<file path="src/rtl/core/cpca_pkg.sv">
package cpca_pkg;

  localparam int CoordBits = 16;
  localparam int FracBits  = 8;
  localparam int ShoeBits  = 2 * CoordBits + 16;
  localparam int AreaBits  = 2 * CoordBits + 2;
  localparam int PerimBits = CoordBits + 2 + FracBits;
  localparam int DiffBits  = CoordBits + 1;
  localparam int RadBits   = 2 * DiffBits + 2;
  localparam int RootSteps = RadBits / 2 + FracBits;
  localparam int RootBits  = RootSteps;
  localparam int RemBits   = RootBits + 2;
  localparam int CntBits   = $clog2(RootSteps + 2);
  localparam int CrossBits = 2 * DiffBits + 1;

  typedef struct packed {
    logic signed [CoordBits-1:0] vertex_x;
    logic signed [CoordBits-1:0] vertex_y;
    logic                        final_vertex;
  } in_beat_t;

  typedef struct packed {
    logic                 is_convex;
    logic                 too_few_vertices;
    logic [AreaBits-1:0]  doubled_area;
    logic [PerimBits-1:0] perimeter_q8;
  } out_beat_t;

  typedef enum logic [1:0] {
    TURN_NONE = 2'd0,
    TURN_POS  = 2'd1,
    TURN_NEG  = 2'd2
  } turn_e;

  typedef enum logic [1:0] {
    OP_EDGE   = 2'd0,
    OP_CLOSE  = 2'd1,
    OP_FEW    = 2'd2,
    OP_NOP    = 2'd3
  } op_e;

  // One edge job for the back end; on a close the front has already folded turns.
  typedef struct packed {
    op_e                         op;
    logic signed [CoordBits-1:0] ax;
    logic signed [CoordBits-1:0] ay;
    logic signed [CoordBits-1:0] bx;
    logic signed [CoordBits-1:0] by;
    logic                        convex;
  } job_t;

  typedef enum logic [1:0] {
    BK_IDLE = 2'd0,
    BK_MUL  = 2'd1,
    BK_ROOT = 2'd2,
    BK_OUT  = 2'd3
  } back_state_e;

  typedef enum logic [1:0] {
    FR_TAKE  = 2'd0,
    FR_TURN1 = 2'd1,
    FR_TURN2 = 2'd2,
    FR_PUSH  = 2'd3
  } front_state_e;

  typedef enum logic [1:0] {
    PH_A = 2'd0,
    PH_B = 2'd1,
    PH_C = 2'd2
  } front_phase_e;

endpackage

</file>
<file path="src/rtl/core/cpca_queue.sv">
module cpca_queue
  import cpca_pkg::*;
(
  input  logic clk_i,
  input  logic rst_ni,
  input  logic push_i,
  input  job_t push_data_i,
  output logic full_o,
  input  logic pop_i,
  output logic empty_o,
  output job_t pop_data_o
);

  job_t       mem_q [2];
  logic       wr_q, rd_q;
  logic [1:0] cnt_q;

  assign full_o     = cnt_q == 2'd2;
  assign empty_o    = cnt_q == 2'd0;
  assign pop_data_o = mem_q[rd_q];

  always_ff @(posedge clk_i) begin
    if (push_i && !full_o) mem_q[wr_q] <= push_data_i;
  end

  always_ff @(posedge clk_i or negedge rst_ni) begin
    if (!rst_ni) begin
      wr_q  <= 1'b0;
      rd_q  <= 1'b0;
      cnt_q <= 2'd0;
    end else begin
      if (push_i && !full_o) wr_q <= ~wr_q;
      if (pop_i && !empty_o) rd_q <= ~rd_q;
      cnt_q <= cnt_q + 2'(push_i && !full_o) - 2'(pop_i && !empty_o);
    end
  end

endmodule

</file>
<file path="config.mk">
export PLATFORM = sky130hd
export DESIGN_NAME = cpca_queue
export DESIGN_NICKNAME = d
export VERILOG_FILES = /design/src/rtl/core/cpca_pkg.sv /design/src/rtl/core/cpca_queue.sv
export SDC_FILE = /design/constraint.sdc
export NUM_CORES = 1
export LEC_CHECK = 0
export BUFFER_PORTS_ARGS = -buffer_cell sky130_fd_sc_hd__buf_2
export CAP_MARGIN = 20
export CELL_PAD_IN_SITES_DETAIL_PLACEMENT = 1
export CELL_PAD_IN_SITES_GLOBAL_PLACEMENT = 2
export CORE_AREA = 3 3 116 118
export DETAILED_ROUTE_END_ITERATION = 16
export DIE_AREA = 0 0 119 121
export PLACE_DENSITY = 0.81
export SYNTH_ARGS = -nofsm -noshare
export SYNTH_HDL_FRONTEND = slang
export SYNTH_SLANG_ARGS = --single-unit
</file>
<file path="constraint.sdc">
create_clock -name clk_i -period 9.1 [get_ports clk_i]
set_clock_uncertainty 0.05 [all_clocks]
set_input_delay 0 -clock clk_i [delete_from_list [all_inputs] [get_ports clk_i]]
set_output_delay 0 -clock clk_i [all_outputs]
set_load 0.01 [all_outputs]
</file>
Word-level counts from Yosys, hierarchy flattened
Memories as Yosys holds them, arrays and structs flattened.
Cells that the tools add are included.
{ "word_totals": {"mem_count": 1, "in_bits": 71, "ram_bits": 134, "register_bits": 4, "elab_cells": 16, "out_inout_bits": 69} }
{ "memory_table": {"columns": ["memory", "depth", "width", "read_ports", "rd_clocked_by_memory_dff", "wr", "line", "rtl"], "rows": [
  ["mem_q", 2, 67, 1, 0, 1, "cpca_queue.sv:14", "job_t mem_q [2];"]
]} }
{ "op_classes": {"n_mux": 2, "bitwise_logic": 2, "addsub": 2, "reduce_logical": 5, "eq_ne": 1} }
{ "ops": {"columns": ["operator", "count"], "rows": [
  ["$add 2x1->2", 1],
  ["$eq 2x2->1 const B", 1],
  ["$logic_and 1x1->1", 2],
  ["$logic_not 1->1", 2],
  ["$logic_not 2->1", 1],
  ["$mux 1", 2],
  ["$not 1->1", 2],
  ["$sub 2x1->2", 1]
]} }

Depth between registers and ports, before layout
{ "logic_depth": {"depth_word": 5, "mapped_depth": 7, "depth_no_buf": 7} }

Worst setup path before layout
No wires, ideal clock.
{ "synth_timing": {"path_type": "register -> register", "start": "reg cnt_q[1]", "end": "mem mem_q[0][0] (netlist bit), enable pin", "slack_ps": 5163, "stages_incl_launch_ff": 4, "path_buffers": 0, "setup_ps": 492, "arrival_time_ps": 3395, "synth_period_minus_slack_ps": 3937, "required_ps": 8558, "cell_sequence": "dfrtp_1 > nand2b_1 > nand2_1 > nor2_1"} }
{ "synth_via": {"elab_chain_len": 5} }
{ "synth_lines": {"columns": ["element", "line", "rtl"], "rows": [
  ["start: declaration", "cpca_queue.sv:16", "logic [1:0] cnt_q;"],
  ["start signal: assignment", "cpca_queue.sv:34", "cnt_q <= cnt_q + 2'(push_i && !full_o) - 2'(pop_i && !empty_o);"],
  ["$eq 2x2->1", "cpca_queue.sv:18", "assign full_o = cnt_q == 2'd2;"],
  ["$logic_not 1->1", "cpca_queue.sv:23", "if (push_i && !full_o) mem_q[wr_q] <= push_data_i;"],
  ["$logic_and 1x1->1", "cpca_queue.sv:23", null],
  ["$mux 1", "cpca_queue.sv:23", null],
  ["$mux 1 (not written as such)", "cpca_queue.sv:23", null],
  ["end: declaration", "cpca_queue.sv:14", null]
]} }
No other way between the ends.

Worst setup path after layout
{ "layout_timing": {"start": "reg cnt_q[1]", "end": "mem mem_q[0][8] (netlist bit), enable pin"} }
The elaborated chain is that of the path after synthesis.

==> flow_metrics.py <==
metrics = {
    "status": {
        "status": "finished, final reports clean",
    },
    "global_routing": {
        "antenna_found_initial": 1,
        "grt_pass1_vias": 3267,
        "grt_pass1_wl_mm": 17.14,
        "overflow": 0,
        "track_usage_pct": 15.85,
        "grt_max_degree": 69,
    },
    "place": {
        "port_buffers": 139,
        "place_ws_ns": 6.643,
        "hpwl_mm": 6.104,
        "gp_congestion": 0.6935,
    },
    "finish": {
        "layout.nets": 522,
        "n_fill_cell": 1158,
        "final_common_cell": "buf_2",
        "seqCellArea_um2": 4128,
        "drive_gt1_share_pct": 50.87,
        "area_growth_pct": 41.86,
        "final_cell_mix": "buf_2 (139), edfxtp_1 (134), dlygate4sd3_1 (71)",
        "multiInputGateArea_um2": 932.1,
    },
    "sta": {
        "finalSetupViolCount": 0,
        "drv_slew": 0,
        "fin_crit_ns": 2.446,
        "period_share_pct": 26.88,
        "timing.final.ws_setup_ns": 6.654,
        "worst_pin_slew_ns": 1.063,
        "rsz0062_at_grt": "no",
        "max_freq_mhz": 408.8,
        "relSlewSlack_pct": 29.11,
        "finalSetupTns_ns": 0,
        "hold_violations": 0,
    },
    "hold_path": {
        "min-delay-start": "push_data_i[52]",
        "hold_path.class": "in -> reg",
    },
    "power": {
        "ir_worst_vdd_mv": 0.1695,
        "p_switching_mw": 0.6191,
        "cellLeakagePower_nw": 2.822,
        "p_per_area_nw_per_um2": 306.5,
        "p_comb_share_pct": 26.5,
        "p_clk_share_pct": 29.6,
        "seq_power_share_pct": 43.8,
        "p_int_mw": 1.609,
        "swShare_pct": 27.79,
    },
    "floorplanning": {
        "ioPinCount": 140,
        "initial_core_util_pct": 40.77,
        "die_area_um2": 14400,
        "die_x_um": 119,
        "fp-row-count": 41,
        "die_h_um": 121,
        "core_area_um2": 12570,
    },
    "routing": {
        "routedWlPerCell_um": 17.33,
        "drtIter0Drc": 117,
        "drc": 0,
        "vias": 2888,
        "ant_nets": 0,
        "dr.pass1.iters": 4,
        "avgViaCountPerCell": 4.548,
        "wl_mm": 11.01,
    },
    "logic_synthesis": {
        "ys_ff_latch": 138,
        "syn_area_per_cell_um2": 22.57,
        "syn_area_um2": 5124,
        "synth_fp_nets": 300,
        "yosysSeqAreaShare_pct": 80.49,
        "synth_area_leaders": "edfxtp_1 (79%), mux2_2 (10%), mux2_4 (5.9%)",
        "post-synth-top-area-cell": "edfxtp_1",
        "synth_cell_types": 16,
        "yosysWarnings": 0,
        "yosysTopAreaCellShare_pct": 78.53,
        "syn_inst": 227,
    },
    "clocking": {
        "cts_buffers": 17,
        "clk_latency_ns": 0.40,
        "post_cts_buffers": 0,
        "cts_tree": "yes",
        "htreeDepth": 4,
        "clkSinkCount": 138,
        "cts-root-buf": "clkbuf_16",
        "clockBufferDepth": 2,
        "clk_pin_slew_ns": 0.05,
    },
    "worst_setup_path": {
        "critical_path.max_fanout": 39,
        "crit_type": "reg -> reg",
        "worstReg2RegStart": "cnt_q[1]",
        "startpoint_type": "register",
        "crit_arrival_ns": 2.44,
        "cp-startpoint": "cnt_q[1]",
        "reg2reg_slack_ns": 6.65,
        "cp-end-kind": "register",
        "required_ns": 9.09,
    },
    "flow_run": {
        "maxCapViolCount": 0,
    },
}
stage by stage:
step | instances | utilization (%) | total power, mW | area [µm²] | hold WS (ns)
3_5_place_dp | 531 | 47.63 | 1.561 | 5986 | -0.2375
4_1_cts | 634 | 57.81 | 2.253 | 7266 | 0.2413
6_report | 635 | 57.83 | 2.228 | 7268 | 0.2631
5_1_grt | 635 | 57.83 | 2.341 | 7268 | 0.2595
2_1_floorplan | 227 | - | 1.349 | 5124 | -0.3456
3_3_place_gp | 531 | 47.63 | 1.538 | 5986 | -0.2395
per-layer routing:
| metal | track usage (%) | share of wire, % |
|---|---|---|
| met1 | 17.18 | 39 |
| met2 | 28.22 | 54 |
| met3 | 5.921 | 6.0 |
| met4 | 5.938 | 1.6 |
| met5 | 0 | 0 |
layout make-up:
| class | count | share of cell area [%] |
|---|---|---|
| clock buffer | 22 | 6.111 |
| antenna | 1 | 0.03443 |
| tap | 172 | 2.961 |
| multi-input combinational | 79 | 12.82 |
| inverter | 2 | 0.1033 |
| sequential | 138 | 56.79 |
| timing repair buffer | 211 | 19.45 |
| clock inverter | 10 | 1.721 |
final timing paths:
check,endpoint,depth (start not counted)
setup / recovery,mem_q[0][8],4
hold / removal,mem_q[0][52],2
setup reg to reg,mem_q[0][8],4
hold reg to reg,cnt_q[1],1
max in group asynchronous,rd_q,3
min in group asynchronous,cnt_q[0],3
cells in the mapped netlist, drive strengths merged:
library cell  instances
edfxtp              134
mux2                 67
nor2                  2
buf                   8
xor2                  1
xnor2                 3
nand2                 1
ha                    2
and3                  1
nand2b                1
inv                   2
dfrtp                 4
nor2b                 1
critical path, stage by stage (launching register included):
cell and delay [ns]:
dfrtp_1 0.41, nand2b_1 0.13, nand2_1 0.14, nor2_4 0.70
buf_4 0.60
state kept, by name, indices dropped and copies added (netlist names):
register,flops
mem_q,134
cnt_q,2
wr_q,1
rd_q,1
power by group through the flow:
stage | clock network, mW | logic, mW | registers (mW)
5_1_grt | 0.709 | 0.636 | 0.997
6_report | 0.660 | 0.591 | 0.976
4_1_cts | 0.677 | 0.595 | 0.981
3_3_place_gp | 0 | 0.559 | 0.979
2_1_floorplan | 0 | 0.431 | 0.918
3_5_place_dp | 0 | 0.569 | 0.992
kinds of logic after synthesis:
group / share of synthesized area, %
mux: 16.19
xor+xnor: 0.6839
buf+inv: 1.563
simple gates: 0.5863
flops: 80.49
fa+ha+maj: 0.4883
timing repair:
action,CTS,global route
endpoints found under the hold margin,140,0
hold buffers,71,0
gates resized for setup,0,0
No activity file was read; power rests on OpenSTA's default activity.
