==> config.mk <==
export PLATFORM = sky130hd
export DESIGN_NAME = cpca_back
export DESIGN_NICKNAME = d
export VERILOG_FILES = /design/src/rtl/core/cpca_pkg.sv /design/src/rtl/core/cpca_back.sv
export SDC_FILE = /design/constraint.sdc
export NUM_CORES = 2
export LEC_CHECK = 0
export ABC_AREA = 0
export BUFFER_PORTS_ARGS = -buffer_cell sky130_fd_sc_hd__buf_4
export CAP_MARGIN = 20
export CORE_UTILIZATION = 35
export CTS_BUF_LIST = sky130_fd_sc_hd__clkbuf_16
export DETAILED_ROUTE_END_ITERATION = 6
export SYNTH_ARGS = -nofsm -noshare
export SYNTH_HDL_FRONTEND = slang
export SYNTH_SLANG_ARGS = --single-unit
export TNS_END_PERCENT = 5
==> constraint.sdc <==
create_clock -name clk_i -period 37.7 [get_ports clk_i]
set_input_delay 11.31 -clock clk_i [delete_from_list [all_inputs] [get_ports clk_i]]
set_output_delay 11.31 -clock clk_i [all_outputs]
set_load 0.1 [all_outputs]
==> src/rtl/core/cpca_pkg.sv <==
package cpca_pkg;

  localparam int CoordBits = 16;
  localparam int FracBits  = 8;
  localparam int ShoeBits  = 2 * CoordBits + 16;
  localparam int AreaBits  = 2 * CoordBits + 2;
  localparam int PerimBits = CoordBits + 2 + FracBits;
  localparam int DiffBits  = CoordBits + 1;
  localparam int RadBits   = 2 * DiffBits + 2;
  localparam int RootSteps = RadBits / 2 + FracBits;
  localparam int RootBits  = RootSteps;
  localparam int RemBits   = RootBits + 2;
  localparam int CntBits   = $clog2(RootSteps + 2);
  localparam int CrossBits = 2 * DiffBits + 1;

  typedef struct packed {
    logic signed [CoordBits-1:0] vertex_x;
    logic signed [CoordBits-1:0] vertex_y;
    logic                        final_vertex;
  } in_beat_t;

  typedef struct packed {
    logic                 is_convex;
    logic                 too_few_vertices;
    logic [AreaBits-1:0]  doubled_area;
    logic [PerimBits-1:0] perimeter_q8;
  } out_beat_t;

  typedef enum logic [1:0] {
    TURN_NONE = 2'd0,
    TURN_POS  = 2'd1,
    TURN_NEG  = 2'd2
  } turn_e;

  typedef enum logic [1:0] {
    OP_EDGE   = 2'd0,
    OP_CLOSE  = 2'd1,
    OP_FEW    = 2'd2,
    OP_NOP    = 2'd3
  } op_e;

  // One edge job for the back end; on a close the front has already folded turns.
  typedef struct packed {
    op_e                         op;
    logic signed [CoordBits-1:0] ax;
    logic signed [CoordBits-1:0] ay;
    logic signed [CoordBits-1:0] bx;
    logic signed [CoordBits-1:0] by;
    logic                        convex;
  } job_t;

  typedef enum logic [1:0] {
    BK_IDLE = 2'd0,
    BK_MUL  = 2'd1,
    BK_ROOT = 2'd2,
    BK_OUT  = 2'd3
  } back_state_e;

  typedef enum logic [1:0] {
    FR_TAKE  = 2'd0,
    FR_TURN1 = 2'd1,
    FR_TURN2 = 2'd2,
    FR_PUSH  = 2'd3
  } front_state_e;

  typedef enum logic [1:0] {
    PH_A = 2'd0,
    PH_B = 2'd1,
    PH_C = 2'd2
  } front_phase_e;

endpackage

==> src/rtl/core/cpca_back.sv <==
module cpca_back
  import cpca_pkg::*;
(
  input  logic      clk_i,
  input  logic      rst_ni,
  input  logic      empty_i,
  input  job_t      job_i,
  output logic      pop_o,
  output logic      out_valid_o,
  input  logic      out_stall_i,
  output out_beat_t out_data_o
);

  back_state_e state_q, state_d;
  job_t        job_q;
  logic signed [CoordBits-1:0] ax, ay, bx, by;
  logic signed [CrossBits-1:0] m1_q, m2_q;
  logic [RadBits-1:0]  rad_q;
  logic [RemBits-1:0]  rem_q;
  logic [RootBits-1:0] root_q;
  logic [CntBits-1:0]  cnt_q;
  logic [ShoeBits-1:0] shoe_q;
  logic [PerimBits-1:0] len_q;
  logic [DiffBits-1:0] adx, ady;
  logic signed [DiffBits-1:0] dx, dy;
  logic [2*DiffBits-1:0] sqx_q, sqy_q;
  logic [RemBits-1:0]  rem_sh, trial;
  logic [1:0]          pair;
  logic [PerimBits:0]  lsum;
  logic [ShoeBits-1:0] shoe_abs;
  logic                outv_q;
  out_beat_t           out_q;

  assign ax = job_q.ax; assign ay = job_q.ay; assign bx = job_q.bx; assign by = job_q.by;
  assign dx = DiffBits'(bx) - DiffBits'(ax);
  assign dy = DiffBits'(by) - DiffBits'(ay);
  assign adx = dx[DiffBits-1] ? DiffBits'(-dx) : DiffBits'(dx);
  assign ady = dy[DiffBits-1] ? DiffBits'(-dy) : DiffBits'(dy);

  assign pair   = (cnt_q <= CntBits'(RadBits / 2)) ?
                  rad_q[RadBits-1 -: 2] : 2'b00;
  assign rem_sh = {rem_q[RemBits-3:0], pair};
  assign trial  = {root_q[RemBits-3:0], 2'b01};
  assign lsum   = {1'b0, len_q} + (PerimBits+1)'(root_q);
  assign shoe_abs = shoe_q[ShoeBits-1] ? -shoe_q : shoe_q;

  assign pop_o       = state_q == BK_IDLE && !empty_i && !(outv_q && out_stall_i);
  assign out_valid_o = outv_q;
  assign out_data_o  = out_q;

  always_comb begin
    state_d = state_q;
    case (state_q)
      BK_IDLE: if (pop_o) state_d = (job_i.op == OP_FEW) ? BK_OUT : BK_MUL;
      BK_MUL:  state_d = BK_ROOT;
      BK_ROOT: if (cnt_q == CntBits'(RootSteps + 1)) state_d =
                 (job_q.op == OP_CLOSE) ? BK_OUT : BK_IDLE;
      BK_OUT:  if (!(outv_q && out_stall_i)) state_d = BK_IDLE;
      default: state_d = BK_IDLE;
    endcase
  end

  always_ff @(posedge clk_i) begin
    if (pop_o) job_q <= job_i;
    if (state_q == BK_MUL) begin
      m1_q  <= CrossBits'(ax * by);
      m2_q  <= CrossBits'(ay * bx);
      sqx_q <= adx * adx;
      sqy_q <= ady * ady;
    end
  end

  always_ff @(posedge clk_i or negedge rst_ni) begin
    if (!rst_ni) begin
      state_q <= BK_IDLE;
      outv_q  <= 1'b0;
      out_q   <= '0;
      shoe_q  <= '0;
      len_q   <= '0;
      rad_q   <= '0;
      rem_q   <= '0;
      root_q  <= '0;
      cnt_q   <= '0;
    end else begin
      state_q <= state_d;
      if (outv_q && !out_stall_i) outv_q <= 1'b0;
      if (state_q == BK_MUL) begin
        cnt_q  <= '0;
        rem_q  <= '0;
        root_q <= '0;
        rad_q  <= '0;
      end
      if (state_q == BK_ROOT) begin
        if (cnt_q == '0) begin
          rad_q  <= RadBits'(sqx_q) + RadBits'(sqy_q);
          shoe_q <= shoe_q + ShoeBits'(m1_q) - ShoeBits'(m2_q);
          cnt_q  <= cnt_q + 1'b1;
        end else if (cnt_q != CntBits'(RootSteps + 1)) begin
          rad_q <= {rad_q[RadBits-3:0], 2'b00};
          if (rem_sh >= trial) begin
            rem_q  <= rem_sh - trial;
            root_q <= {root_q[RootBits-2:0], 1'b1};
          end else begin
            rem_q  <= rem_sh;
            root_q <= {root_q[RootBits-2:0], 1'b0};
          end
          cnt_q <= cnt_q + 1'b1;
        end else begin
          len_q <= lsum[PerimBits] ? '1 : lsum[PerimBits-1:0];
        end
      end
      if (state_q == BK_OUT && !(outv_q && out_stall_i)) begin
        outv_q <= 1'b1;
        if (job_q.op == OP_FEW) begin
          out_q <= '{is_convex: 1'b0, too_few_vertices: 1'b1,
                     doubled_area: '0, perimeter_q8: '0};
        end else if (job_q.convex) begin
          out_q <= '{is_convex: 1'b1, too_few_vertices: 1'b0,
                     doubled_area: (|shoe_abs[ShoeBits-1:AreaBits]) ? '1 :
                                   shoe_abs[AreaBits-1:0],
                     perimeter_q8: len_q};
        end else begin
          out_q <= '0;
        end
        shoe_q <= '0;
        len_q  <= '0;
      end
    end
  end

endmodule

Word-level counts from Yosys, hierarchy flattened:

Index checks and enable logic that the tools add are counted.
W data, S select, Z words.

* output and inout bits: 64
* input port bits: 71
* word-level logic and storage cells: 110
* register bits: 439

* eq/ne operators: 13
* add/sub/neg operators: 11
* $mul: 4
* reduce and logical (&&, ||, !) cells: 17
* muxes and demuxes: 41
* magnitude comparators: 2

Operators with widths (number)
* $mux W26: 9
* $mux W48: 4
* $mux W36: 4
* $mux W28: 5
* $mux W62: 2
* $mul A17 B17 Y34: 2
* $mul A16 B16 Y32: 2
* $add A48 B48 Y48: 1
* $neg A48 Y48: 1
* $sub A48 B48 Y48: 1
* $add A34 B34 Y35: 1
* $mux W17: 2
* $mux W34: 1
* $neg A17 Y17: 2
* $sub A16 B16 Y17: 2
* $ge A28 B28 Y1: 1
* $sub A28 B28 Y28: 1
* $add A26 B26 Y27: 1
* $mux W5: 4
* $reduce_or A14 Y1: 1
* $mux W2: 6
* $eq A2 B2 Y1 const B: 4
* $pmux W2 S4: 1
* $ne A2 B2 Y1 const B: 3
* 14 further kinds: 27

Depth between registers and ports, before layout:

* word-level depth: 7
* mapped depth: 39
* mapped depth without buffers: 36

Worst setup path before layout:

Ideal clock, no wire load.

* kind: input -> output
* start point: in out_stall_i
* end point: out pop_o
* data required time: 26390 ps
* data arrival time: 18557 ps
* slack: 7833 ps
* stages: 2
* cells stage by stage: nand2_1 > nor3b_1

* cells in the longest elaborated chain, start to end: 3

RTL lines
* start: declaration: RTL line cpca_back.sv:10 `input logic out_stall_i,`
* $logic_and A1 B1 Y1: RTL line cpca_back.sv:47 `assign pop_o = state_q == BK_IDLE && !empty_i && !(outv_q && out_stall_i);`
* $logic_not A1 Y1: RTL line cpca_back.sv:47
* $logic_and A1 B1 Y1: RTL line cpca_back.sv:47
* end: declaration: RTL line cpca_back.sv:8 `output logic pop_o,`

Every way passes these cells.

Final worst setup path:

Same ends and word-level chain as after synthesis.

==> impl_metrics.toml <==
[worst_hold_path]
timing.hold.worst.class = "flop to flop"

[routing]
post-route-drc-count = 0
drtPass1Iterations = 6
wl_mm = 160
drt-wirelength-per-cell_um = 17.6
drt_iter0_drc = 2895
vias_per_cell = 5.00
antenna_left = 0
num_vias = 45559

[clock_tree]
clock_path_buffers = 3
clock_sink_count = 429
buffer_type_at_the_clock_tree_root = "clkbuf_16"
cts_max_level = 2
clk_latency_ps = 700
cts-hold-fix-buffers = 0
cts_post_setup_buffers_inserted = 0
postCtsResizedCells = 0
path_clk_slew_ps = 60
cts-buffers-inserted = 51
cts_tree = "yes"

[placed_design]
gpl.final_weighted_congestion = 0.909
dpl.hpwl_mm = 129
pre_cts_ws_ps = 13890
port_buffers = 134

[layout]
layout.cells.most_common = "inv_1"
layout-drive-gt1-share = 0.0546
num-nets-final = 8307
layout_common_cells = "inv_1, fa_1, nand2_1, ha_1, nor2_1"
area_delta_synth_final_pct = 9.16
finish.utilization = 0.386

[setup_path]
worstPathRequired_ps = 26390
timing.critical_path.arrival_ps = 12460
worst-path-max-fanout = 12
worstSetupEndpointType = "output port"
setup.reg_to_reg.worst_slack_ps = 26030
criticalPathCategory = "input port to output port"
critPathLaunchType = "input port"

[logic_synthesis]
share_of_synthesized_flip_flops_with_an_asynchronous_set_or_reset = 0.541
netlist.area_leader.share = 0.309
synth_xor_xnor_area_share = 0.0487
synth.area.mux_share = 0.00545
synth.area.top_cells = "fa_1, ha_1, edfxtp_1"
largest_family_of_logic_cells_by_synthesized_area = "adder cells"
ys_dominant_reg_cell = "dfrtp_1"
seq_area_frac_synth = 0.190
netlist_area_um2 = 61800
synth_compound_area_frac = 0.114
synth_area_per_cell_um2 = 9.28
post_synth_edffs = 197
ys_ff_latch = 429
synth_cells = 6654
netlist-cell-type-count = 96
post_synth_adder_cell_area = 0.421
yosys_warnings = 0
netlist.top_cell.by_area = "fa_1"
yosys.area_share.simple = 0.123

[floorplan]
ios = 135
die-height_um = 422
dieWidth_um = 422
initial_util = 0.354
core.rowCount = 153
dieArea_um2 = 178000
design.core.area_um2 = 175000

[grt]
grt_first_pass_wirelength_mm = 260
grt_max_degree = 117
first_global_vias = 47615
antenna_found_initial = 7
overflow_after_grt = 0
global_route.usage.total = 0.182

[sta]
setup-violations-final = 0
timing.final.hold_violations = 0
final.setup.worst_slack_ps = 13930
achievable-frequency_mhz = 42.1
worst_pin_slew_ps = 1070
clock_skew_ps = 61.5
grt_setup_unrepaired = "false"
finalSetupTns_ps = 0
finalWorstPathRequiredPeriod_ps = 23770
final-max-slew-violation-count = 0
worst_rel_slew_slack = 0.287
period_share = 0.630

[run]
max_cap_violations = 0

[status]
status = "finished clean"
==> cell usage after synthesis, types with 58 or more instances <==
master	count
dfrtp_1	232
xnor2_1	236
a21oi_1	320
nand2_1	654
edfxtp_1	197
ha_1	546
a21o_1	143
nor3_1	58
o21ai_0	248
nor2_1	344
fa_1	955
clkbuf_1	179
inv_1	1388
nand3_1	161
xor2_1	98
and2_1	177
==> area by class of cell <==
cell class,instances,area [um^2]
diodes,3,7.51
clock buffers,52,1300
clock inverters,43,507
fillers,17475,107000
inverters,1407,5290
multi-input cells,4635,44100
flip-flops and latches,429,11700
well taps,2325,2910
repair buffers,211,1610
==> flip-flops by register name, indices dropped and copies added, names as in the netlist, 2 cells and up <==
signal      count
rem_q          26
rad_q          36
sqy_q          33
job_q           3
ay             16
root_q         26
len_q          26
cnt_q           5
m1_q           32
out_data_o     62
by             16
ax             16
bx             16
shoe_q         48
state_q         2
m2_q           32
sqx_q          33
==> critical path, cell delays in order <==
cell,delay (ps)
buf_4,120
nand2_1,150
nor3b_2,190
buf_4,310
buf_4,350
==> per-layer routing <==
metal,routed length (um),GRT usage
met1,73000,0.247
met2,73900,0.300
met4,4930,0.0556
met5,12,0
met3,8320,0.0233
==> worst paths after layout <==
path,from,endpoint,cells after the start
worst max-delay path,out_stall_i,pop_o,5
worst max register to register,bx[1]$_DFFE_PP_,sqx_q[33]$_DFFE_PP_,33
min in group asynchronous,rst_ni,out_data_o[45]$_DFFE_PN0P_,1
max in group asynchronous,rst_ni,state_q[1]$_DFFE_PN0P_,2
worst min-delay path,out_data_o[45]$_DFFE_PN0P_,out_data_o[45]$_DFFE_PN0P_,1
worst min register to register,out_data_o[45]$_DFFE_PN0P_,out_data_o[45]$_DFFE_PN0P_,1
==> through the flow <==
step                      cells  cell area [um^2]  hold slack (ps)
after global routing       9102             67400              498
final                      9105             67400              474
after floorplan            6675             61900              449
after detailed placement   9004             65600              467
after global placement     9004             65600              462
after CTS                  9099             67400              482
==> cells by family after synthesis <==
logic type,Yosys count
simple gates,1632
xor+xnor,339
compound gates,1104
other cells,2
fa+ha+maj,1504
mux,33
buf+inv,1611
flops,429
Power is not shown: default switching activity piles up to over one toggle a cycle in this logic, so the estimate is an artifact.
