File: src/rtl/core/cpca_pkg.sv
package cpca_pkg;

  localparam int CoordBits = 16;
  localparam int FracBits  = 8;
  localparam int ShoeBits  = 2 * CoordBits + 16;
  localparam int AreaBits  = 2 * CoordBits + 2;
  localparam int PerimBits = CoordBits + 2 + FracBits;
  localparam int DiffBits  = CoordBits + 1;
  localparam int RadBits   = 2 * DiffBits + 2;
  localparam int RootSteps = RadBits / 2 + FracBits;
  localparam int RootBits  = RootSteps;
  localparam int RemBits   = RootBits + 2;
  localparam int CntBits   = $clog2(RootSteps + 2);
  localparam int CrossBits = 2 * DiffBits + 1;

  typedef struct packed {
    logic signed [CoordBits-1:0] vertex_x;
    logic signed [CoordBits-1:0] vertex_y;
    logic                        final_vertex;
  } in_beat_t;

  typedef struct packed {
    logic                 is_convex;
    logic                 too_few_vertices;
    logic [AreaBits-1:0]  doubled_area;
    logic [PerimBits-1:0] perimeter_q8;
  } out_beat_t;

  typedef enum logic [1:0] {
    TURN_NONE = 2'd0,
    TURN_POS  = 2'd1,
    TURN_NEG  = 2'd2
  } turn_e;

  typedef enum logic [1:0] {
    OP_EDGE   = 2'd0,
    OP_CLOSE  = 2'd1,
    OP_FEW    = 2'd2,
    OP_NOP    = 2'd3
  } op_e;

  // One edge job for the back end; on a close the front has already folded turns.
  typedef struct packed {
    op_e                         op;
    logic signed [CoordBits-1:0] ax;
    logic signed [CoordBits-1:0] ay;
    logic signed [CoordBits-1:0] bx;
    logic signed [CoordBits-1:0] by;
    logic                        convex;
  } job_t;

  typedef enum logic [1:0] {
    BK_IDLE = 2'd0,
    BK_MUL  = 2'd1,
    BK_ROOT = 2'd2,
    BK_OUT  = 2'd3
  } back_state_e;

  typedef enum logic [1:0] {
    FR_TAKE  = 2'd0,
    FR_TURN1 = 2'd1,
    FR_TURN2 = 2'd2,
    FR_PUSH  = 2'd3
  } front_state_e;

  typedef enum logic [1:0] {
    PH_A = 2'd0,
    PH_B = 2'd1,
    PH_C = 2'd2
  } front_phase_e;

endpackage

File: src/rtl/core/cpca_front.sv
module cpca_front
  import cpca_pkg::*;
(
  input  logic     clk_i,
  input  logic     rst_ni,
  input  logic     in_valid_i,
  output logic     in_stall_o,
  input  in_beat_t in_data_i,
  output logic     push_o,
  output job_t     push_data_o,
  input  logic     full_i
);

  front_state_e state_q, state_d;
  logic signed [CoordBits-1:0] fx_q, fy_q, sx_q, sy_q, ox_q, oy_q, nx_q, ny_q;
  logic signed [CoordBits-1:0] cx_q, cy_q;
  logic        last_q;
  logic [1:0]  seen_q;
  turn_e       ref_q;
  logic        conv_q;
  logic        edge_q;

  // Shared turn unit: two products registered, compared next cycle.
  logic signed [CoordBits-1:0] tax, tay, tbx, tby, tcx, tcy;
  logic signed [CrossBits-1:0] p1_q, p2_q;
  logic        tv_q;
  logic signed [CrossBits:0]   tv;
  turn_e       t;
  logic        take_turn;

  always_comb begin
    tax = ox_q; tay = oy_q; tbx = nx_q; tby = ny_q; tcx = cx_q; tcy = cy_q;
    if (state_q == FR_TURN1) begin
      tax = ox_q; tay = oy_q; tbx = nx_q; tby = ny_q; tcx = fx_q; tcy = fy_q;
    end else if (state_q == FR_TURN2) begin
      tax = nx_q; tay = ny_q; tbx = fx_q; tby = fy_q; tcx = sx_q; tcy = sy_q;
    end
  end

  always_ff @(posedge clk_i) begin
    p1_q <= CrossBits'((DiffBits'(tby) - DiffBits'(tay)) * (DiffBits'(tcx) - DiffBits'(tbx)));
    p2_q <= CrossBits'((DiffBits'(tbx) - DiffBits'(tax)) * (DiffBits'(tcy) - DiffBits'(tby)));
  end

  assign tv = (CrossBits+1)'(p1_q) - (CrossBits+1)'(p2_q);
  assign t  = tv == '0 ? TURN_NONE : (tv[CrossBits] ? TURN_NEG : TURN_POS);

  front_phase_e ph_q, ph_d;

  assign in_stall_o = !(state_q == FR_TAKE && ph_q == PH_A && !full_i);
  logic acc;
  assign acc = in_valid_i && !in_stall_o;

  always_comb begin
    state_d     = state_q;
    ph_d        = ph_q;
    push_o      = 1'b0;
    take_turn   = 1'b0;
    push_data_o = '{op: OP_EDGE, ax: nx_q, ay: ny_q, bx: cx_q, by: cy_q, convex: conv_q};
    case (state_q)
      FR_TAKE: begin
        if (ph_q == PH_B) begin
          ph_d = PH_C;
        end else if (ph_q == PH_C) begin
          take_turn = tv_q;
          push_o    = edge_q;
          ph_d      = PH_A;
          if (last_q) state_d = (seen_q >= 2'd2) ? FR_TURN1 : FR_PUSH;
        end
      end
      FR_TURN1: begin
        if (ph_q == PH_A) ph_d = PH_B;
        else begin
          take_turn = 1'b1; ph_d = PH_A; state_d = FR_TURN2;
        end
      end
      FR_TURN2: begin
        if (ph_q == PH_A) ph_d = PH_B;
        else begin
          take_turn = 1'b1; ph_d = PH_A; state_d = FR_PUSH;
        end
      end
      FR_PUSH: begin
        push_data_o = '{op: (seen_q == 2'd3) ? OP_CLOSE : OP_FEW, ax: nx_q, ay: ny_q,
                        bx: fx_q, by: fy_q, convex: conv_q};
        if (!full_i) begin
          push_o  = 1'b1;
          state_d = FR_TAKE;
        end
      end
      default: state_d = FR_TAKE;
    endcase
    if (acc) ph_d = PH_B;
  end

  always_ff @(posedge clk_i or negedge rst_ni) begin
    if (!rst_ni) begin
      state_q <= FR_TAKE;
      ph_q    <= PH_A;
      fx_q <= '0; fy_q <= '0; sx_q <= '0; sy_q <= '0;
      ox_q <= '0; oy_q <= '0; nx_q <= '0; ny_q <= '0;
      cx_q <= '0; cy_q <= '0;
      last_q <= 1'b0; seen_q <= 2'd0; ref_q <= TURN_NONE; conv_q <= 1'b1;
      tv_q <= 1'b0; edge_q <= 1'b0;
    end else begin
      state_q <= state_d;
      ph_q    <= ph_d;
      if (take_turn) begin
        if (t == TURN_NONE || (ref_q != TURN_NONE && t != ref_q)) conv_q <= 1'b0;
        if (ref_q == TURN_NONE) ref_q <= t;
      end
      if (state_q == FR_TAKE && ph_q == PH_C) begin
        ox_q <= nx_q; oy_q <= ny_q; nx_q <= cx_q; ny_q <= cy_q;
        if (seen_q == 2'd0) begin fx_q <= cx_q; fy_q <= cy_q; end
        if (seen_q == 2'd1) begin sx_q <= cx_q; sy_q <= cy_q; end
        if (seen_q != 2'd3) seen_q <= seen_q + 2'd1;
      end
      if (acc) begin
        cx_q   <= in_data_i.vertex_x;
        cy_q   <= in_data_i.vertex_y;
        last_q <= in_data_i.final_vertex;
        tv_q   <= seen_q >= 2'd2;
        edge_q <= seen_q != 2'd0;
      end
      if (state_q == FR_PUSH && !full_i) begin
        fx_q <= '0; fy_q <= '0; sx_q <= '0; sy_q <= '0;
        ox_q <= '0; oy_q <= '0; nx_q <= '0; ny_q <= '0;
        seen_q <= 2'd0; ref_q <= TURN_NONE; conv_q <= 1'b1; last_q <= 1'b0;
      end
    end
  end

endmodule

File: config.mk
export PLATFORM = sky130hd
export DESIGN_NAME = cpca_front
export DESIGN_NICKNAME = d
export VERILOG_FILES = /design/src/rtl/core/cpca_pkg.sv /design/src/rtl/core/cpca_front.sv
export SDC_FILE = /design/constraint.sdc
export NUM_CORES = 2
export LEC_CHECK = 0
export ABC_AREA = 1
export BUFFER_PORTS_ARGS = -buffer_cell sky130_fd_sc_hd__buf_2
export CORE_ASPECT_RATIO = 0.5
export CORE_MARGIN = 3
export CORE_UTILIZATION = 30
export DETAILED_ROUTE_END_ITERATION = 10
export PLACE_DENSITY = 0.45
export RECOVER_POWER = 25
export SLEW_MARGIN = 20
export SYNTH_ARGS = -nofsm -noshare
export SYNTH_HDL_FRONTEND = slang
export SYNTH_SLANG_ARGS = --single-unit
File: constraint.sdc
create_clock -name clk_i -period 8.1 [get_ports clk_i]
set_input_delay 1.215 -clock clk_i [delete_from_list [all_inputs] [get_ports clk_i]]
set_output_delay 1.215 -clock clk_i [all_outputs]
set_load 0.02 [all_outputs]
Yosys cells after proc, flatten, opt, wreduce, memory -nomap -nowiden:

Index checks and enable logic that the tools add are counted.

* bits of input ports: 37
* word-level logic and storage cells: 147
* register bits after elaboration: 240
* output and inout bits: 69

* mux-type cells: 68
* add/subtract/negate cells: 6
* order comparisons: 1
* multiply operators: 2
* equal/unequal tests: 16
* reductions and logical operators: 34

Operators with widths (count)
* 16-bit 2-to-1 mux: 32
* 17-bit by 17-bit multiplier with 34-bit output: 2
* 16-bit by 16-bit subtractor with 17-bit output: 4
* 67-bit 2-to-1 mux: 1
* 2-bit 2-to-1 mux: 19
* 36-bit zero test: 1
* 34-bit by 34-bit subtractor with 35-bit output: 1
* 2-bit nonzero test: 10
* 1-bit 2-to-1 mux: 12
* 2-bit inequality test, second input constant: 6
* 2-bit AND reduction: 6
* 2-bit zero test: 5
* 2-bit equality test, second input constant: 4
* 2-bit one-hot mux with 4 select lines: 1
* 2-bit by 1-bit equality test with 1-bit output, second input constant: 3
* 1-bit logical AND: 6
* 6-bit AND reduction: 1
* 4-bit by 2-bit inequality test with 1-bit output, second input constant: 1
* 1-bit one-hot mux with 2 select lines: 2
* 2-bit one-hot mux with 2 select lines: 1
* 3-bit nonzero test: 1
* 2-bit by 1-bit adder with 2-bit output, second input constant: 1
* 2-bit greater-or-equal comparator, second input constant: 1
* 1-bit zero test: 2
* 4 further kinds: 4

Longest topological paths before layout:

* depth in word-level cells: 9
* depth in mapped cells: 47
* depth with buffers taken out: 43

Worst setup path after synthesis:

OpenSTA, ideal clock, no wires.

* path type: register to register
* start point: register state_q[1]
* end point: register, netlist name p2_q[33]
* period minus slack after synthesis: 8.385 ns
* library setup time: 0.072 ns
* required time: 8.028 ns
* stages on the path, launching flop included: 39
* path slack: -0.285 ns
* arrival time: 8.314 ns
* path buffers: 4
* cells stage by stage: dfrtp_1 -> inv_1 -> ha_1 -> inv_2 -> nand2_8 -> buf_6 -> clkbuf_1 -> clkbuf_1 -> nand2_1 -> o21ai_0 -> inv_1 -> ha_1 -> nand2_1 -> nor2_1 -> a211oi_1 -> nand3b_1 -> nand2_1 -> nand3_1 -> [3 not listed] -> buf_4 -> nor2_1 -> fa_1 -> fa_1 -> inv_1 -> fa_1 -> fa_1 -> fa_1 -> fa_1 -> inv_1 -> ha_1 -> nand2_1 -> nor2_1 -> inv_1 -> o311ai_0 -> nand2_1 -> nand3b_1 -> xor2_1

* longest elaborated chain between the ends: 5
* elaborated cells between the ends (all ways): 13
* those cells by class: add/sub: 2; mul: 1; eq/ne: 2; mux: 8

RTL lines
* start, declared: line cpca_front.sv:14 `front_state_e state_q, state_d;`
* start signal, assigned: line cpca_front.sv:106 `state_q <= state_d;`
* 2-bit equality test: line cpca_front.sv:35 `end else if (state_q == FR_TURN2) begin`
* 16-bit 2-to-1 mux: line cpca_front.sv:35
* 16-bit 2-to-1 mux: line cpca_front.sv:33 `if (state_q == FR_TURN1) begin`
* 16-bit by 16-bit subtractor with 17-bit output: line cpca_front.sv:42 `p2_q <= CrossBits'((DiffBits'(tbx) - DiffBits'(tax)) * (DiffBits'(tcy) - DiffBits'(tby)));`
* 17-bit by 17-bit multiplier with 34-bit output *: line cpca_front.sv:42

Mark *: on every way between the ends. The rest lies on a longest branch, timed or not.
A chain may end at the register's enable or synchronous reset.

Worst setup path after layout:

* start point: register state_q[0]
* end point: register, netlist name p2_q[33]

* longest elaborated chain between the ends: 5
* elaborated cells between the ends (all ways): 13
* those cells by class: add/sub: 2; mul: 1; eq/ne: 2; mux: 8

RTL lines (line)
* 2-bit equality test: cpca_front.sv:35
* 16-bit 2-to-1 mux: cpca_front.sv:35
* 16-bit 2-to-1 mux: cpca_front.sv:33
* 16-bit by 16-bit subtractor with 17-bit output: cpca_front.sv:42
* 17-bit by 17-bit multiplier with 34-bit output *: cpca_front.sv:42

Marked as above.

==> impl_metrics.csv <==
group,metric,value,unit
outcome,status,"finished, violations left",
outcome,failed_checks,"capacitance limit, slew limit, setup timing",
layout,drive_gt1_share,26.0,%
global_routing,track_usage,20.3,%
cts,h-tree-depth,1,
cts,clock_latency,0.62,ns
setup_path,r2r_end,"p2_q[33]",
cts,cts_made_buffers,28,
global_routing,globalRouteOverflowTotal,0,
cts,clkTransAtPathRegs,0.06,ns
floorplanning,num_io_pins,106,
logic_synthesis,async_flop_share,71.7,%
setup_path,max_stage_delay,0.60,ns
min_path,holdPathEnd,"conv_q",
min_path,worstHoldStart,"conv_q",
logic_synthesis,synth_cells,4766,
sta,hold_viol,0,
logic_synthesis,synth_edf_count,0,
logic_synthesis,synth_cell_types,63,
setup_path,critPathArrivalTime,8.57,ns
floorplanning,fp.dieH,256,um
route,wl,132000,um
logic_synthesis,synth.area.top_cells,"fa_1 (32%), dfrtp_1 (11%), inv_1 (11%)",
setup_path,required,8.56,ns
route,routed-via-count,33600,
sta,tns,-0.00741,ns
place,gp_congestion,0.940,
cts,clock_sinks,240,
layout,syn_to_final_growth,31.2,%
setup_path,regToRegSetupSlack,-0.007,ns
place,dp_hpwl,112000,um
setup_path,worstPathMaxFanout,9,
floorplanning,die_x,505,um
sta,relSlewSlack,-254,%
layout,nNetsFinal,6471,
logic_synthesis,ys_seq_elements,240,
job,drv_cap,3,
global_routing,grt_max_degree,93,
setup_path,path_class,"reg -> reg",
logic_synthesis,synth-seq-area-share,15.2,%
sta,rsz0062_at_grt,"yes",
min_path,min_path_type,"reg -> reg",
route,route.detailed.drc,0,
floorplanning,rows,90,
logic_synthesis,synth.cell_area,37400,sq um
route,vias_per_cell,4.64,
sta,worst_slack,-0.00741,ns
setup_path,ff2ff_path_depth,35,
floorplanning,die_area,129000,sq um
global_routing,antenna_found_initial,3,
setup_path,end_kind,"flop",
cts,cts_buffer_depth,3,
route,drtAntennaViolNets,0,
logic_synthesis,postSynth.topFlopCell,"dfrtp_1",
route,wl_per_cell,18.2,um
logic_synthesis,synth_largest_area_cell,"fa_1",
global_routing,grt_pass1_vias,34900,
logic_synthesis,yosys.area.top_type_share,32.1,%
cts,root_buffer,"clkbuf_16",
sta,setup_viol,1,
sta,min_period_over_period,100,%
route,dr.pass1.iters,8,
sta,finClkSkew,0.0508,ns
sta,slew_violations,243,
setup_path,r2r-start,"state_q[0]",
setup_path,cp-start-kind,"flop",
sta,max_freq,123,MHz
sta,worst_pin_slew,5.30,ns
place,portBuffers,105,
logic_synthesis,syn_nets,5672,
floorplanning,core-area,122000,sq um
setup_path,cp_slowest_cell,"fa_2",
cts,holdBufCountCts,0,
global_routing,grt_pass1_wl,204000,um
route,drtIter0Drc,2227,
sta,period_needed,8.11,ns
cts,cts_tree,"done",
floorplanning,start_util,30.6,%
logic_synthesis,syn_area_per_cell,7.84,sq um
logic_synthesis,yosysWarnings,0,
min_path,whs_path_depth,2,
through the flow:
step | utilization, % | worst slack (ns) | instance area [sq um] | std cells | hold slack [ns]
2_1_floorplan | - | -0.00267 | 37400 | 4766 | 0.442
3_3_place_gp | 36.9 | -0.620 | 45000 | 7112 | 0.456
3_5_place_dp | 36.9 | -0.643 | 45000 | 7112 | 0.455
4_1_cts | 38.6 | -0.0146 | 47100 | 7192 | 0.465
5_1_grt | 40.2 | -0.340 | 49000 | 7244 | 0.489
6_report | 40.2 | -0.00741 | 49000 | 7244 | 0.460
synthesized netlist by cell type (7+ instances only):
cell type  number
mux2_2         37
nor2_1        459
or2_1           7
clkbuf_1       71
nor3_1         18
a31oi_1         8
nand2_2        22
buf_4          11
nand4_1        24
fa_1          599
nand2_1       987
o21bai_1       13
o22ai_1        84
nand3_1        99
inv_2          27
o21ai_2        14
ha_1          270
a21oi_1       201
o21ai_1        14
xnor2_1        39
o21ai_0       195
dfxtp_1        68
dfrtp_1       171
buf_2          18
and2_1          8
xor2_2         14
inv_1        1125
xor2_1         61
clkinv_1       12
kinds of logic after synthesis:
family          Yosys count  synth area share [%]
fa+ha+maj               869                  41.1
simple gates           1648                  17.6
compound gates          582                  8.79
flops                   240                  15.2
xor+xnor                116                  3.04
mux                      37                  1.12
buf+inv                1274                  13.1
cell usage in the layout (no fill, tap or decap), types with 13 or more instances in the layout:
cell type	synthesis	final
buf_12	0	36
inv_2	27	57
nand3_2	2	13
nand2_1	987	920
fa_1	599	567
dfrtp_1	171	170
inv_1	1125	1086
nand3_1	99	86
buf_4	11	699
a21oi_2	4	52
fa_2	0	32
ha_1	270	211
buf_6	6	28
nor2_2	2	32
xor2_1	61	57
o21ai_1	14	30
a21oi_1	201	141
clkbuf_16	0	29
nand4_1	24	24
nor2_1	459	424
xor2_2	14	16
dfxtp_1	68	68
buf_2	18	104
ha_4	0	52
mux2_2	37	37
o21ai_2	14	43
nand2_2	22	71
nand2_4	1	20
xnor2_1	39	37
o21ai_0	195	139
o22ai_1	84	82
metal layers:
| layer | vias up | share of wire, % | GRT usage, % |
|---|---|---|---|
| li1 | 16000 | - | - |
| met3 | 102 | 6.3 | 3.69 |
| met2 | 794 | 44 | 31.2 |
| met5 | - | 0 | 0 |
| met1 | 16800 | 48 | 29.9 |
| met4 | 0 | 1.7 | 3.56 |
flip-flops by register name, summed over array words and instances, names as in the netlist, 2 cells and up:
signal	flops
ox_q	16
p1_q	34
seen_q	2
ref_q	2
sx_q	16
ny_q	16
state_q	2
cy_q	16
fx_q	16
cx_q	16
oy_q	16
nx_q	16
sy_q	16
p2_q	34
fy_q	16
ph_q	2
layout make-up:
cell class	count	area, sq um
antenna	1	2.50
clock buffer	38	788
clock inverter	14	174
fill	12800	73100
inverter	1164	4410
multi-input combinational	3255	29000
sequential	240	5670
tap	1656	2070
timing repair buffer	875	6920
timing repair inverter	1	6.26
worst max-delay path by stage:
| stage | start | end | slack [ns] |
|---|---|---|---|
| floorplan | state_q[0] | p2_q[33] | -0.003 |
| CTS | state_q[0] | p1_q[33] | -0.01 |
| detailed placement | state_q[0] | p1_q[33] | -0.64 |
| global placement | state_q[0] | p1_q[30] | -0.62 |
| finish | state_q[0] | p2_q[33] | -0.007 |
| global route | state_q[1] | p2_q[33] | -0.34 |
critical path: cells and delay by family (launching register included):
family	cells	cell delay, ns
adders and majority gates	9	3.77
buffers and inverters	10	1.42
and+or+nand+nor	9	1.08
AOI/OAI and AO/OA	6	1.07
DFF	1	0.44
xor gates and xnor gates	1	0.16
timing repair:
action / CTS / global route
pin swaps: 45 / 122
setup endpoints to repair: 37 / 39
gates cloned: 3 / 3
setup buffers: 25 / 48
gates resized for setup: 208 / 369
Power is not shown: default switching activity piles up to over one toggle a cycle in this logic, so the estimate is an artifact.
